<file path="config.mk">
export PLATFORM = sky130hd
export DESIGN_NAME = receive_ring_frame_checker_core
export DESIGN_NICKNAME = d
export VERILOG_FILES = /design/src/rtl/rrfc_pkg.sv /design/src/rtl/rrfc_front.sv /design/src/rtl/rrfc_queue.sv /design/src/rtl/rrfc_back.sv /design/src/rtl/receive_ring_frame_checker_core.sv
export SDC_FILE = /design/constraint.sdc
export NUM_CORES = 1
export LEC_CHECK = 0
export BUFFER_PORTS_ARGS = -buffer_cell sky130_fd_sc_hd__buf_2
export CORE_MARGIN = 10
export CORE_UTILIZATION = 30
export DETAILED_ROUTE_END_ITERATION = 8
export GPL_TIMING_DRIVEN = 0
export PLACE_DENSITY = 0.47
export SKIP_LAST_GASP = 1
export SLEW_MARGIN = 20
export SYNTH_ARGS = -nofsm -noshare
export SYNTH_HDL_FRONTEND = slang
export SYNTH_HIERARCHICAL = 1
export SYNTH_SLANG_ARGS = --single-unit
</file>
<file path="constraint.sdc">
create_clock -name clock -period 5.35 [get_ports clock]
set_input_delay 0.2675 -clock clock [delete_from_list [all_inputs] [get_ports clock]]
set_output_delay 0.2675 -clock clock [all_outputs]
set_load 0.03 [all_outputs]
</file>
<file path="src/rtl/rrfc_pkg.sv">
`timescale 1ns / 1ps
package rrfc_pkg;

   // reset values of the ring registers
   localparam logic [7:0] RING_START_RESET = 8'd70;
   localparam logic [7:0] RING_STOP_RESET  = 8'd128;

   // frame length limits, byte count includes the header
   localparam logic [15:0] HDR_BYTES      = 16'd4;
   localparam logic [15:0] MIN_BYTE_COUNT = 16'd64;
   localparam logic [15:0] MAX_BYTE_COUNT = 16'd1522;
   localparam logic [3:0]  STATUS_GOOD    = 4'h1;

   localparam int COUNTER_BITS_DEFAULT = 32;
   localparam int QUEUE_DEPTH          = 2;

   // register index on the configuration port
   localparam logic REG_RING_START = 1'b0;
   localparam logic REG_RING_STOP  = 1'b1;

   typedef enum logic [2:0] {
      OUT_EMPTY      = 3'd0,
      OUT_INDEX_ERR  = 3'd1,
      OUT_SIZE_ERR   = 3'd2,
      OUT_ACCEPTED   = 3'd3,
      OUT_NO_BUFFER  = 3'd4,
      OUT_BAD_STATUS = 3'd5
   } outcome_type;

   // pre-classified header, passed from front to back
   typedef struct packed {
      logic [7:0]  wpage;
      logic [10:0] dlt0;      // link - 1 - (count >> 8)
      logic [10:0] dlt1;      // same, minus one
      logic [10:0] dltn0;     // same, plus ring size
      logic [10:0] dltn1;     // plus ring size, minus one
      logic [7:0]  link_bnd;  // boundary if the link is followed
      logic        size_bad;
      logic        stat_good;
      logic        fifo_bad;
      logic        buf_free;
      logic [10:0] plen;
   } item_type;

endpackage

</file>
<file path="src/rtl/rrfc_front.sv">
`timescale 1ns / 1ps
module rrfc_front
   import rrfc_pkg::*;
(
   input  logic [7:0]  ring_start,
   input  logic [7:0]  ring_stop,
   input  logic [7:0]  write_page,
   input  logic [7:0]  hdr_status,
   input  logic [7:0]  hdr_next_page,
   input  logic [15:0] hdr_byte_count,
   input  logic        buffer_free,
   output item_type    item
);

   logic [10:0] ring_size;
   logic [10:0] link_dlt;
   logic [7:0]  link_wrap;

   // link offsets against the page span of this frame
   assign ring_size = {3'b000, ring_stop} - {3'b000, ring_start};
   assign link_dlt  = {3'b000, hdr_next_page} - 11'd1 - {3'b000, hdr_byte_count[15:8]};

   // link beyond the ring is taken as ring start
   assign link_wrap = (hdr_next_page >= ring_stop) ? ring_start : hdr_next_page;

   always_comb begin
      item.wpage     = write_page;
      item.dlt0      = link_dlt;
      item.dlt1      = link_dlt - 11'd1;
      item.dltn0     = link_dlt + ring_size;
      item.dltn1     = link_dlt + ring_size - 11'd1;
      item.link_bnd  = (link_wrap <= ring_start) ? (ring_stop - 8'd1) : (link_wrap - 8'd1);
      item.size_bad  = (hdr_byte_count < MIN_BYTE_COUNT) || (hdr_byte_count > MAX_BYTE_COUNT);
      item.stat_good = (hdr_status[3:0] == STATUS_GOOD);
      item.fifo_bad  = hdr_status[3];
      item.buf_free  = buffer_free;
      item.plen      = 11'(hdr_byte_count - HDR_BYTES);
   end

endmodule

</file>
<file path="src/rtl/rrfc_queue.sv">
`timescale 1ns / 1ps
module rrfc_queue
   import rrfc_pkg::*;
(
   input  logic     clock,
   input  logic     reset,
   input  logic     push,
   input  item_type push_item,
   output logic     full,
   input  logic     pop,
   output logic     head_valid,
   output item_type head_item
);

   localparam int PtrBits = (QUEUE_DEPTH > 1) ? $clog2(QUEUE_DEPTH) : 1;
   localparam int CntBits = $clog2(QUEUE_DEPTH + 1);
   localparam logic [PtrBits-1:0] LastPtr = PtrBits'(QUEUE_DEPTH - 1);
   localparam logic [CntBits-1:0] FullCnt = CntBits'(QUEUE_DEPTH);

   item_type           mem_ff [QUEUE_DEPTH];
   logic [PtrBits-1:0] wr_ptr_ff, wr_ptr_in;
   logic [PtrBits-1:0] rd_ptr_ff, rd_ptr_in;
   logic [CntBits-1:0] cnt_ff, cnt_in;
   logic               do_push;
   logic               do_pop;

   assign full       = (cnt_ff == FullCnt);
   assign head_valid = (cnt_ff != '0);
   assign head_item  = mem_ff[rd_ptr_ff];
   assign do_push    = push && !full;
   assign do_pop     = pop && head_valid;

   // pointer and fill count update
   always_comb begin
      wr_ptr_in = wr_ptr_ff;
      rd_ptr_in = rd_ptr_ff;
      cnt_in    = cnt_ff;
      if (do_push) begin
         wr_ptr_in = (wr_ptr_ff == LastPtr) ? '0 : wr_ptr_ff + 1'b1;
      end
      if (do_pop) begin
         rd_ptr_in = (rd_ptr_ff == LastPtr) ? '0 : rd_ptr_ff + 1'b1;
      end
      if (do_push && !do_pop) begin
         cnt_in = cnt_ff + 1'b1;
      end else if (do_pop && !do_push) begin
         cnt_in = cnt_ff - 1'b1;
      end
   end

   always_ff @(posedge clock) begin
      if (reset) begin
         wr_ptr_ff <= '0;
         rd_ptr_ff <= '0;
         cnt_ff    <= '0;
      end else begin
         wr_ptr_ff <= wr_ptr_in;
         rd_ptr_ff <= rd_ptr_in;
         cnt_ff    <= cnt_in;
      end
   end

   // entry storage
   always_ff @(posedge clock) begin
      if (do_push) begin
         mem_ff[wr_ptr_ff] <= push_item;
      end
   end

endmodule

</file>
<file path="src/rtl/rrfc_back.sv">
`timescale 1ns / 1ps
module rrfc_back
   import rrfc_pkg::*;
#(
   parameter int COUNTER_BITS = COUNTER_BITS_DEFAULT
) (
   input  logic        clock,
   input  logic        reset,
   input  logic [7:0]  ring_start,
   input  logic [7:0]  ring_stop,
   input  logic        head_valid,
   input  item_type    head_item,
   output logic        pop,
   output logic        out_valid,
   input  logic        out_ready,
   output outcome_type out_outcome,
   output logic [7:0]  out_frame_page,
   output logic [10:0] out_payload_length,
   output logic [7:0]  out_new_boundary,
   output logic [31:0] out_good_count,
   output logic [31:0] out_index_error_count,
   output logic [31:0] out_size_error_count,
   output logic [31:0] out_fifo_error_count,
   output logic [31:0] out_dropped_count
);

   localparam logic [COUNTER_BITS-1:0] CntMax = '1;

   logic [7:0]              bnd_ff, bnd_in;
   logic [COUNTER_BITS-1:0] good_ff, good_in;
   logic [COUNTER_BITS-1:0] idx_ff, idx_in;
   logic [COUNTER_BITS-1:0] size_ff, size_in;
   logic [COUNTER_BITS-1:0] fifo_ff, fifo_in;
   logic [COUNTER_BITS-1:0] drop_ff, drop_in;
   logic                    out_valid_ff;
   outcome_type             outcome_ff, outcome_in;
   logic [7:0]              frame_ff;
   logic [10:0]             plen_ff, plen_in;

   logic        fire;
   logic [8:0]  bnd_inc;
   logic [7:0]  frame;
   logic [10:0] frame_x;
   logic        link_ok;
   logic [7:0]  own_bnd;
   logic        inc_good, inc_idx, inc_size, inc_fifo, inc_drop;

   function automatic logic [COUNTER_BITS-1:0] sat_inc(
      input logic [COUNTER_BITS-1:0] c,
      input logic                    en
   );
      return (en && (c != CntMax)) ? c + 1'b1 : c;
   endfunction

   function automatic logic [31:0] clip32(input logic [COUNTER_BITS-1:0] c);
      logic [63:0] w;
      w = 64'(c);
      return (|w[63:32]) ? 32'hFFFF_FFFF : w[31:0];
   endfunction

   assign fire = head_valid && (!out_valid_ff || out_ready);
   assign pop  = fire;

   // read page follows the boundary, wrapping to ring start
   assign bnd_inc = {1'b0, bnd_ff} + 9'd1;
   assign frame   = (bnd_inc >= {1'b0, ring_stop}) ? ring_start : bnd_inc[7:0];
   assign frame_x = {3'b000, frame};
   assign own_bnd = (frame <= ring_start) ? (ring_stop - 8'd1) : (frame - 8'd1);

   // link must land on one of the four legal pages
   assign link_ok = (head_item.dlt0 == frame_x) || (head_item.dlt1 == frame_x)
                 || (head_item.dltn0 == frame_x) || (head_item.dltn1 == frame_x);

   // classify and work out the boundary move
   always_comb begin
      outcome_in = OUT_EMPTY;
      plen_in    = '0;
      bnd_in     = bnd_ff;
      inc_good   = 1'b0;
      inc_idx    = 1'b0;
      inc_size   = 1'b0;
      inc_fifo   = 1'b0;
      inc_drop   = 1'b0;
      if (frame == head_item.wpage) begin
         outcome_in = OUT_EMPTY;
      end else if (!link_ok) begin
         outcome_in = OUT_INDEX_ERR;
         inc_idx    = 1'b1;
         bnd_in     = own_bnd;
      end else if (head_item.size_bad) begin
         outcome_in = OUT_SIZE_ERR;
         inc_size   = 1'b1;
         bnd_in     = head_item.link_bnd;
      end else if (head_item.stat_good) begin
         if (head_item.buf_free) begin
            outcome_in = OUT_ACCEPTED;
            plen_in    = head_item.plen;
            inc_good   = 1'b1;
            bnd_in     = head_item.link_bnd;
         end else begin
            outcome_in = OUT_NO_BUFFER;
            inc_drop   = 1'b1;
         end
      end else begin
         outcome_in = OUT_BAD_STATUS;
         inc_fifo   = head_item.fifo_bad;
         bnd_in     = head_item.link_bnd;
      end
      good_in = sat_inc(good_ff, inc_good);
      idx_in  = sat_inc(idx_ff, inc_idx);
      size_in = sat_inc(size_ff, inc_size);
      fifo_in = sat_inc(fifo_ff, inc_fifo);
      drop_in = sat_inc(drop_ff, inc_drop);
   end

   // ring state and counters
   always_ff @(posedge clock) begin
      if (reset) begin
         bnd_ff       <= RING_STOP_RESET - 8'd1;
         good_ff      <= '0;
         idx_ff       <= '0;
         size_ff      <= '0;
         fifo_ff      <= '0;
         drop_ff      <= '0;
         out_valid_ff <= 1'b0;
      end else begin
         if (fire) begin
            bnd_ff  <= bnd_in;
            good_ff <= good_in;
            idx_ff  <= idx_in;
            size_ff <= size_in;
            fifo_ff <= fifo_in;
            drop_ff <= drop_in;
         end
         if (fire) begin
            out_valid_ff <= 1'b1;
         end else if (out_ready) begin
            out_valid_ff <= 1'b0;
         end
      end
   end

   // result register
   always_ff @(posedge clock) begin
      if (fire) begin
         outcome_ff <= outcome_in;
         frame_ff   <= frame;
         plen_ff    <= plen_in;
      end
   end

   assign out_valid             = out_valid_ff;
   assign out_outcome           = outcome_ff;
   assign out_frame_page        = frame_ff;
   assign out_payload_length    = plen_ff;
   assign out_new_boundary      = bnd_ff;
   assign out_good_count        = clip32(good_ff);
   assign out_index_error_count = clip32(idx_ff);
   assign out_size_error_count  = clip32(size_ff);
   assign out_fifo_error_count  = clip32(fifo_ff);
   assign out_dropped_count     = clip32(drop_ff);

endmodule

</file>
<file path="src/rtl/receive_ring_frame_checker_core.sv">
`timescale 1ns / 1ps
// Receive ring frame checker: consumer side of a paged receive ring.
// req_ channel: one frame header per transfer (write page, status, link page,
// byte count, buffer free). rsp_ channel: one result per header with the
// outcome, the page read, payload address and length, the boundary after the
// step and five saturating counters. csr_ is an APB-style port holding ring
// start (0x0) and ring stop (0x4); write it only while no header is in flight.
// Throughput is one header per cycle while rsp_tready is high: the front
// classifies the header into a two-entry queue, the back owns the boundary
// register whose update carries from one header to the next. A header passes
// through the queue and then the output register on its way to rsp_tvalid.
// Reset sets ring start 70, ring stop 128, boundary 127, counters to zero,
// and empties queue and output register. When the receiver holds rsp_tready
// low the result stays in the output register, the queue fills with two more
// headers and then req_tready goes low until the result is taken.
module receive_ring_frame_checker_core
   import rrfc_pkg::*;
#(
   parameter int COUNTER_BITS = COUNTER_BITS_DEFAULT
) (
   input  logic         clock,
   input  logic         reset,
   // write_page[7:0], hdr_status[15:8], hdr_next_page[23:16],
   // hdr_byte_count[39:24], buffer_free[40], zero[47:41]
   input  logic [47:0]  req_tdata,
   input  logic         req_tvalid,
   output logic         req_tready,
   // outcome[2:0], frame_page[10:3], payload_address[26:11],
   // payload_length[37:27], new_boundary[45:38], good_count[77:46],
   // index_error_count[109:78], size_error_count[141:110],
   // fifo_error_count[173:142], dropped_count[205:174], zero[207:206]
   output logic [207:0] rsp_tdata,
   output logic         rsp_tvalid,
   input  logic         rsp_tready,
   input  logic         csr_psel,
   input  logic         csr_penable,
   input  logic         csr_pwrite,
   input  logic [2:0]   csr_paddr,
   input  logic [31:0]  csr_pwdata,
   output logic [31:0]  csr_prdata,
   output logic         csr_pready
);

   logic [7:0]  start_ff;
   logic [7:0]  stop_ff;
   logic        csr_wr;
   item_type    front_item;
   item_type    head_item;
   logic        q_full;
   logic        head_valid;
   logic        pop;
   outcome_type res_outcome;
   logic [7:0]  res_frame;
   logic [10:0] res_plen;
   logic [7:0]  res_bnd;
   logic [31:0] res_good, res_idx, res_size, res_fifo, res_drop;
   logic [15:0] res_addr;

   // configuration registers
   assign csr_pready = 1'b1;
   assign csr_wr     = csr_psel && csr_penable && csr_pwrite && csr_pready;

   always_ff @(posedge clock) begin
      if (reset) begin
         start_ff <= RING_START_RESET;
         stop_ff  <= RING_STOP_RESET;
      end else if (csr_wr) begin
         if (csr_paddr[2] == REG_RING_START) begin
            start_ff <= csr_pwdata[7:0];
         end else begin
            stop_ff <= csr_pwdata[7:0];
         end
      end
   end

   assign csr_prdata = (csr_paddr[2] == REG_RING_STOP) ? {24'd0, stop_ff} : {24'd0, start_ff};

   // header classification
   rrfc_front u_front (
      .ring_start     (start_ff),
      .ring_stop      (stop_ff),
      .write_page     (req_tdata[7:0]),
      .hdr_status     (req_tdata[15:8]),
      .hdr_next_page  (req_tdata[23:16]),
      .hdr_byte_count (req_tdata[39:24]),
      .buffer_free    (req_tdata[40]),
      .item           (front_item)
   );

   assign req_tready = !q_full;

   rrfc_queue u_queue (
      .clock      (clock),
      .reset      (reset),
      .push       (req_tvalid),
      .push_item  (front_item),
      .full       (q_full),
      .pop        (pop),
      .head_valid (head_valid),
      .head_item  (head_item)
   );

   // ring state and result register
   rrfc_back #(
      .COUNTER_BITS (COUNTER_BITS)
   ) u_back (
      .clock                 (clock),
      .reset                 (reset),
      .ring_start            (start_ff),
      .ring_stop             (stop_ff),
      .head_valid            (head_valid),
      .head_item             (head_item),
      .pop                   (pop),
      .out_valid             (rsp_tvalid),
      .out_ready             (rsp_tready),
      .out_outcome           (res_outcome),
      .out_frame_page        (res_frame),
      .out_payload_length    (res_plen),
      .out_new_boundary      (res_bnd),
      .out_good_count        (res_good),
      .out_index_error_count (res_idx),
      .out_size_error_count  (res_size),
      .out_fifo_error_count  (res_fifo),
      .out_dropped_count     (res_drop)
   );

   // result packing
   assign res_addr  = {res_frame, 8'd4};
   assign rsp_tdata = {2'b00, res_drop, res_fifo, res_size, res_idx, res_good,
                       res_bnd, res_plen, res_addr, res_frame, res_outcome};

endmodule
</file>
# Word-level counts from Yosys, hierarchy flattened
# Memories as Yosys holds them, arrays and structs flattened. A register that Yosys moved wholly into a read port is not among the register bits.
# Cells that the tools add are included.
# W data, S select, Z words.
# word_totals
regBits	211
ram_bits	150
in_bits	90
word_cells	139
n_memories	1
# mem_list
name	depth	word_bits	rd	rd_clocked_by_memory_dff	wr	line	source
u_queue.mem_ff	2	75	1	1	1	rrfc_queue.sv:20	item_type mem_ff [QUEUE_DEPTH];
# op_classes
addsub	20
n_lt_le_gt_ge	6
n_eq_ne	13
n_mux	42
bitwise_logic	5
reduce_logical	35
# ops
operator	n
$add A32 B1 Y32 const B	5
$ne A32 B32 Y1 const B	5
$mux W8	9
$eq A11 B8 Y1	4
$mux W1	28
$sub A8 B1 Y8 const B	3
$sub A11 B1 Y11 const B	2
$gt A16 B11 Y1 const B	1
$le A8 B8 Y1	2
$lt A16 B7 Y1 const B	1
$reduce_and A2 Y1	7
$logic_and A1 B1 Y1	12
$add A11 B11 Y11	1
$sub A11 B3 Y11 const B	1
$sub A11 B8 Y11	1
$add A8 B1 Y9 const B	1
$ge A9 B8 Y1	1
$sub A8 B1 Y9 const B	1
$sub A8 B8 Y9	1
$eq A8 B8 Y1	1
$ge A8 B8 Y1	1
$mux W2	3
$mux W3	2
$reduce_bool A2 Y1	3
other kinds (13)	25

# Depth between registers and ports, before layout
# depth
ltp_word	11
mapped_depth	28

# Hierarchy
# The synthesis kept the hierarchy.
# modules_own_cells
module	instances	cells_each	area_per_inst_um2	seq_area_each_um2
rrfc_back	1	1334	11006.8	4043.9
rrfc_queue	1	258	5642.9	4604.4
rrfc_front	1	329	2454.9	0.0
receive_ring_frame_checker_core	1	123	1162.4	320.3

# Least setup slack after synthesis
# OpenSTA, ideal clock, no wires.
# synth_path
path_type	register to register
from	reg u_back.bnd_ff[0] (netlist: u_back/out_new_boundary[0])
to	reg u_back.bnd_ff[6] (netlist: u_back/out_new_boundary[6])
setup_time_ns	0.122
arrival_ns	5.745
t_required_ns	5.228
path_slack_ns	-0.517
stages_incl_launch_ff	26
path_buffers	3
period_less_slack_ns	5.867
path_cell_list	dfxtp_1 ha_1 nand2_1 xor2_1 inv_1 ha_1 and3_1 and3_1 and2_1 clkbuf_1 o21ai_0 nand2_1 ha_1 nor2b_1 o211a_1 o21ai_0 and2_1 clkbuf_1 clkbuf_1 mux2i_1 ha_1 nand3b_1 nor4_1 xor2_1 mux2i_1 a221o_1
# synth_via
elab_chain_cells	9
word_cells_on_any_way	18
# synth_rtl
item	line	source
from (decl)	rrfc_back.sv:29	logic [7:0] bnd_ff, bnd_in;
from (signal assigned)	rrfc_back.sv:119	bnd_ff <= RING_STOP_RESET - 8'd1;
from (signal assigned)	rrfc_back.sv:128	bnd_ff <= bnd_in;
$add A8 B1 Y9 *	rrfc_back.sv:65	assign bnd_inc = {1'b0, bnd_ff} + 9'd1;
$ge A9 B8 Y1	rrfc_back.sv:66	assign frame = (bnd_inc >= {1'b0, ring_stop}) ? ring_start : bnd_inc[7:0];
$mux W8 *	rrfc_back.sv:66	
named net u_back.frame[1]	rrfc_back.sv:42	logic [7:0] frame;
$eq A11 B8 Y1	rrfc_back.sv:71	assign link_ok = (head_item.dlt0 == frame_x) || (head_item.dlt1 == frame_x)
$logic_or A1 B1 Y1	rrfc_back.sv:71	
$logic_or A1 B1 Y1 (2 in series)	rrfc_back.sv:72	|| (head_item.dltn0 == frame_x) || (head_item.dltn1 == frame_x);
$ne A4 B4 Y1 (no line)	n/a	
$reduce_and A3 Y1 (no line)	n/a	
# The timed path passes the listed nets; every way through them passes the cells marked *.
# A chain may end at the register's enable or synchronous reset.

# Final worst setup path
# layout_path
from	reg u_back.bnd_ff[2] (netlist: u_back/out_new_boundary[2])
to	reg u_back.bnd_ff[6] (netlist: u_back/out_new_boundary[6])
# layout_via
elab_chain_cells	9
word_cells_on_any_way	18
# layout_rtl
item	line
$add A8 B1 Y9 *	rrfc_back.sv:65
$ge A9 B8 Y1 *	rrfc_back.sv:66
$mux W8 *	rrfc_back.sv:66
named net u_back.frame[1]	rrfc_back.sv:42
$eq A11 B8 Y1	rrfc_back.sv:71
$logic_or A1 B1 Y1	rrfc_back.sv:71
$logic_or A1 B1 Y1 (2 in series)	rrfc_back.sv:72
$ne A4 B4 Y1 (no line)	n/a
$reduce_and A3 Y1 (no line)	n/a
# Marked as above.

==> summary.txt <==
STA
  • RSZ-0062 raised after global routing: true
  • Worst hold margin: between 0.03 and 0.04 ns
  • Crit share post-route: between 90 and 100%
  • Post-route minimum period: around 5.3 ns
  • Final hold violations: 0
  • Worst Skew: 0.0228 ns
  • Final TNS setup: 0 ns
  • Worst slew pin tran: 1.14 ns
  • Slew Viols, Final: 0
  • Worst slew margin: a little under a quarter
  • Setup Viol. Count Final: 0
  • Achievable Freq: between 150 and 200 MHz

Finish
  • Finished Core Util: a little under two fifths
  • Most common cell after layout, fill and taps aside: buf_2
  • Area grow syn2layout: 22.5%
  • Layout cells sized above 1: about a quarter
  • Nets: ~2,600
  • Most frequent cells in the layout: 268 x buf_2, 183 x dfxtp_1, 172 x edfxtp_1, 152 x a21oi_1, 114 x nand2_1
  • Number of antenna diodes: 0

Synth
  • Mapped Cells: around 2,000
  • Most used DFF post-synth: dfxtp_1
  • Ys async rst share: 0%
  • Post-synth design cell area: ~20,000 µm²
  • Share of the synthesized area in the top cell type: roughly a quarter
  • Synth area leader: edfxtp_1
  • Post-synthesis cell type count: 91
  • Ys Warns: 6
  • Sequential area share after synthesis: about 44%
  • Ranking of synthesized cells by area: edfxtp_1 25%, dfxtp_1 19%, mux2_2 5.2%, ha_1 4.4%, a21oi_1 3.8%
  • Avg Cell Area, Syn: ~10 µm²
  • Post-synth EDFFs: about 170
  • Number of synthesized register bits: roughly 360

Worst setup path
  • Startpoint types: flop
  • Crit path capture type: flop
  • Max FO, Critical Path: 10
  • CP Launch Point: u_back/out_new_boundary[2]$_SDFFE_PP1P_
  • Critical path's slowest cell: dfxtp_4
  • Flop-to-flop setup slack: ~0.05 ns
  • Number of cells on the critical path: 24
  • Crit path capture: u_back/out_new_boundary[6]$_SDFFE_PP1P_
  • CP required: between 5 and 6 ns
  • Worst r2r src: u_back/out_new_boundary[2]$_SDFFE_PP1P_
  • Worst Reg-to-Reg Cells: 24
  • Slowest stage delay, CP: between 0.4 and 0.5 ns
  • Buf/Inv on CP: 3
  • Crit path max-delay family: simple AND/OR/NAND/NOR gates
  • Crit path cell chain: and4_4 -> and4_4 -> xnor2_4 -> inv_1 -> ha_1 -> and3_1 -> and3_1 -> and2_2 -> buf_4 -> o21ai_4 -> nand2_2 -> ha_1 -> nor2b_1 -> o211a_1 -> o21ai_2 -> and2_4 -> buf_6 -> mux2i_4 -> ha_2 -> nand3b_1 -> nor4_2 -> xor2_1 -> mux2i_1 -> a221o_1
  • Reg-to-Reg End: u_back/out_new_boundary[6]$_SDFFE_PP1P_
  • Worst EP arrival: 5.75 ns
  • Critical path class: reg2reg

GRT
  • First-pass GRT wire length: about 100 mm
  • Initial antenna violation count: 3
  • GRT Overall Usage: 17.1%
  • Number of global-route vias before repair: 16,900
  • Gr ovfl total: 0
  • Pin count of the biggest net entering global routing: 45

Drt
  • # DRC: 0
  • Drt pass-1 iters: 5
  • Drt first-iter violations: ~1,200
  • Routed Antenna Nets: 0
  • Via-per-instance ratio: approximately 5.2
  • Aggregate routed wire length: 70.0 mm
  • Vias: 17,200
  • Wire length per cell: 21.1 µm

Place
  • Buffers on Ports: 251
  • Routability cong.: ~0.84
  • Post-DP HPWL: approximately 53 mm

Clock tree
  • CTS Buf Count: 44
  • Skew-Pair Late Insertion Delay: around 0.58 ns
  • Clk buf depth: 3
  • Clock tree sinks: between 300 and 400
  • TritonCTS clock tree: built
  • H-Tree Depth: 2
  • Root Driver: clkbuf_16
  • Clock Pin Slew Worst Setup and Hold Paths: ~0.060 ns

Floorplan
  • Starting Density: 30.2%
  • Height of the die: between 200 and 300 µm
  • IO Count: approximately 330
  • Row Count: 95
  • Die area: ~78,000 µm²
  • Die Wd: between 200 and 300 µm
  • Core Area: approximately 67,000 µm²

Worst hold path
  • Worst min path class: in2reg

Run status
  • Outcome: complete, no violations

Run
  • Max_cap viols: 0

Power
  • PD cells: between 400 and 500 nW/µm²
  • Leakage: around 0.0095 µW
  • Worst VDD drop: between 0.2 and 0.3 mV
  • Power Total: 12,300 µW
-- synthesized netlist by cell type, types with 42 or more instances --
| cell | count |
|---|---|
| buf_4 | 57 |
| nand2_1 | 116 |
| o21ai_0 | 90 |
| mux2_2 | 94 |
| xnor2_1 | 74 |
| and3_1 | 42 |
| clkbuf_1 | 55 |
| a21oi_1 | 155 |
| dfxtp_1 | 190 |
| o31ai_1 | 43 |
| ha_1 | 72 |
| nand4_1 | 47 |
| or3_1 | 76 |
| inv_1 | 110 |
| edfxtp_1 | 172 |
| xor2_1 | 64 |
| or4_1 | 46 |
| nand3_1 | 84 |
| nor2_1 | 102 |
-- logic make-up (layout without fill, tap and decap cells) --
| group | after synthesis | in the layout | share of synthesized area, % |
|---|---|---|---|
| and+or+nand+nor | 688 | 688 | 18.9 |
| AOI/OAI and AO/OA | 394 | 394 | 12.4 |
| DFF | 362 | 362 | 44.3 |
| buffers and inverters | 251 | 617 | 6.22 |
| xor gates and xnor gates | 143 | 143 | 6.43 |
| muxes | 129 | 129 | 6.97 |
| adders and majority gates | 75 | 75 | 4.74 |
| other | 2 | 35 | 0.0371 |
-- state kept, by name, indices dropped and copies added (netlist names), 11 cells and up, named ones only --
name                          cells
u_back/out_fifo_error_count      32
u_back/out_dropped_count         32
u_back/out_payload_length        11
u_back/out_size_error_count      32
u_back/out_index_error_count     32
u_back/out_good_count            32
u_queue/mem_ff                  150
-- final cells by class --
cell class | instances | area (µm²)
Fill cell | 6793 | 42200
Multi-Input combinational cell | 1464 | 10400
Sequential cell | 362 | 8990
Timing Repair Buffer | 289 | 1630
Clock buffer | 58 | 1280
Tap cell | 873 | 1090
Buffer | 140 | 863
Inverter | 110 | 415
Clock inverter | 20 | 166
-- stage by stage --
stage | setup WS, ns | cell area, µm² | std cells
finish | 0.0508 | 24800 | 3316
global placement | -1.16 | 22800 | 3201
floorplan | 0.00522 | 20400 | 2077
CTS | -0.0575 | 24700 | 3305
global route | -0.208 | 24800 | 3316
detailed placement | -1.16 | 22800 | 3204
-- power by group --
group	internal (µW)	switching [µW]
clock	1770	1200
sequential	3430	203
combinational	2230	3460
total	7430	4860
-- worst reg2reg max path: cells and delay by family (launching register included) --
family | cells | cell delay [ns]
compound gates | 4 | 0.94
xor+xnor | 2 | 0.32
fa+ha+maj | 3 | 0.80
buf+inv | 3 | 0.41
flops | 1 | 0.41
mux | 2 | 0.33
simple gates | 10 | 1.97
-- worst min path at each step --
stage	start	end	slack (ns)	cells after the start
floorplan	reset	u_queue/cnt_ff[1]$_SDFFE_PP0P_	0.34	1
global placement	req_tdata[1]	u_queue/mem_ff[0][68]$_DFFE_PP_	0.46	1
detailed placement	req_tdata[1]	u_queue/mem_ff[1][68]$_DFFE_PP_	0.46	1
CTS	rsp_tready	u_back/out_valid$_SDFFE_PP0P_	0.01	3
global route	req_tdata[11]	u_queue/mem_ff[1][12]$_DFFE_PP_	0.03	2
finish	rsp_tready	u_back/out_valid$_SDFFE_PP0P_	0.03	3
-- layer usage --
layer  global-route usage (%)  vias up  wire length (µm)
met5                        0        -                31
met4                     6.69        6              2540
li1                         -     8191                 -
met3                     4.18      129              4740
met2                     28.4      572             33200
met1                     20.9     8278             29500
-- repair_timing --
action | CTS | global route
hold endpoints to repair | 38 | 0
endpoints found under the setup margin | 163 | 105
pin swaps | 4 | 7
gates resized for setup | 35 | 26
buffers inserted | 5 | 11
hold buffers | 19 | 0
Power figures use the tool's default switching activity.
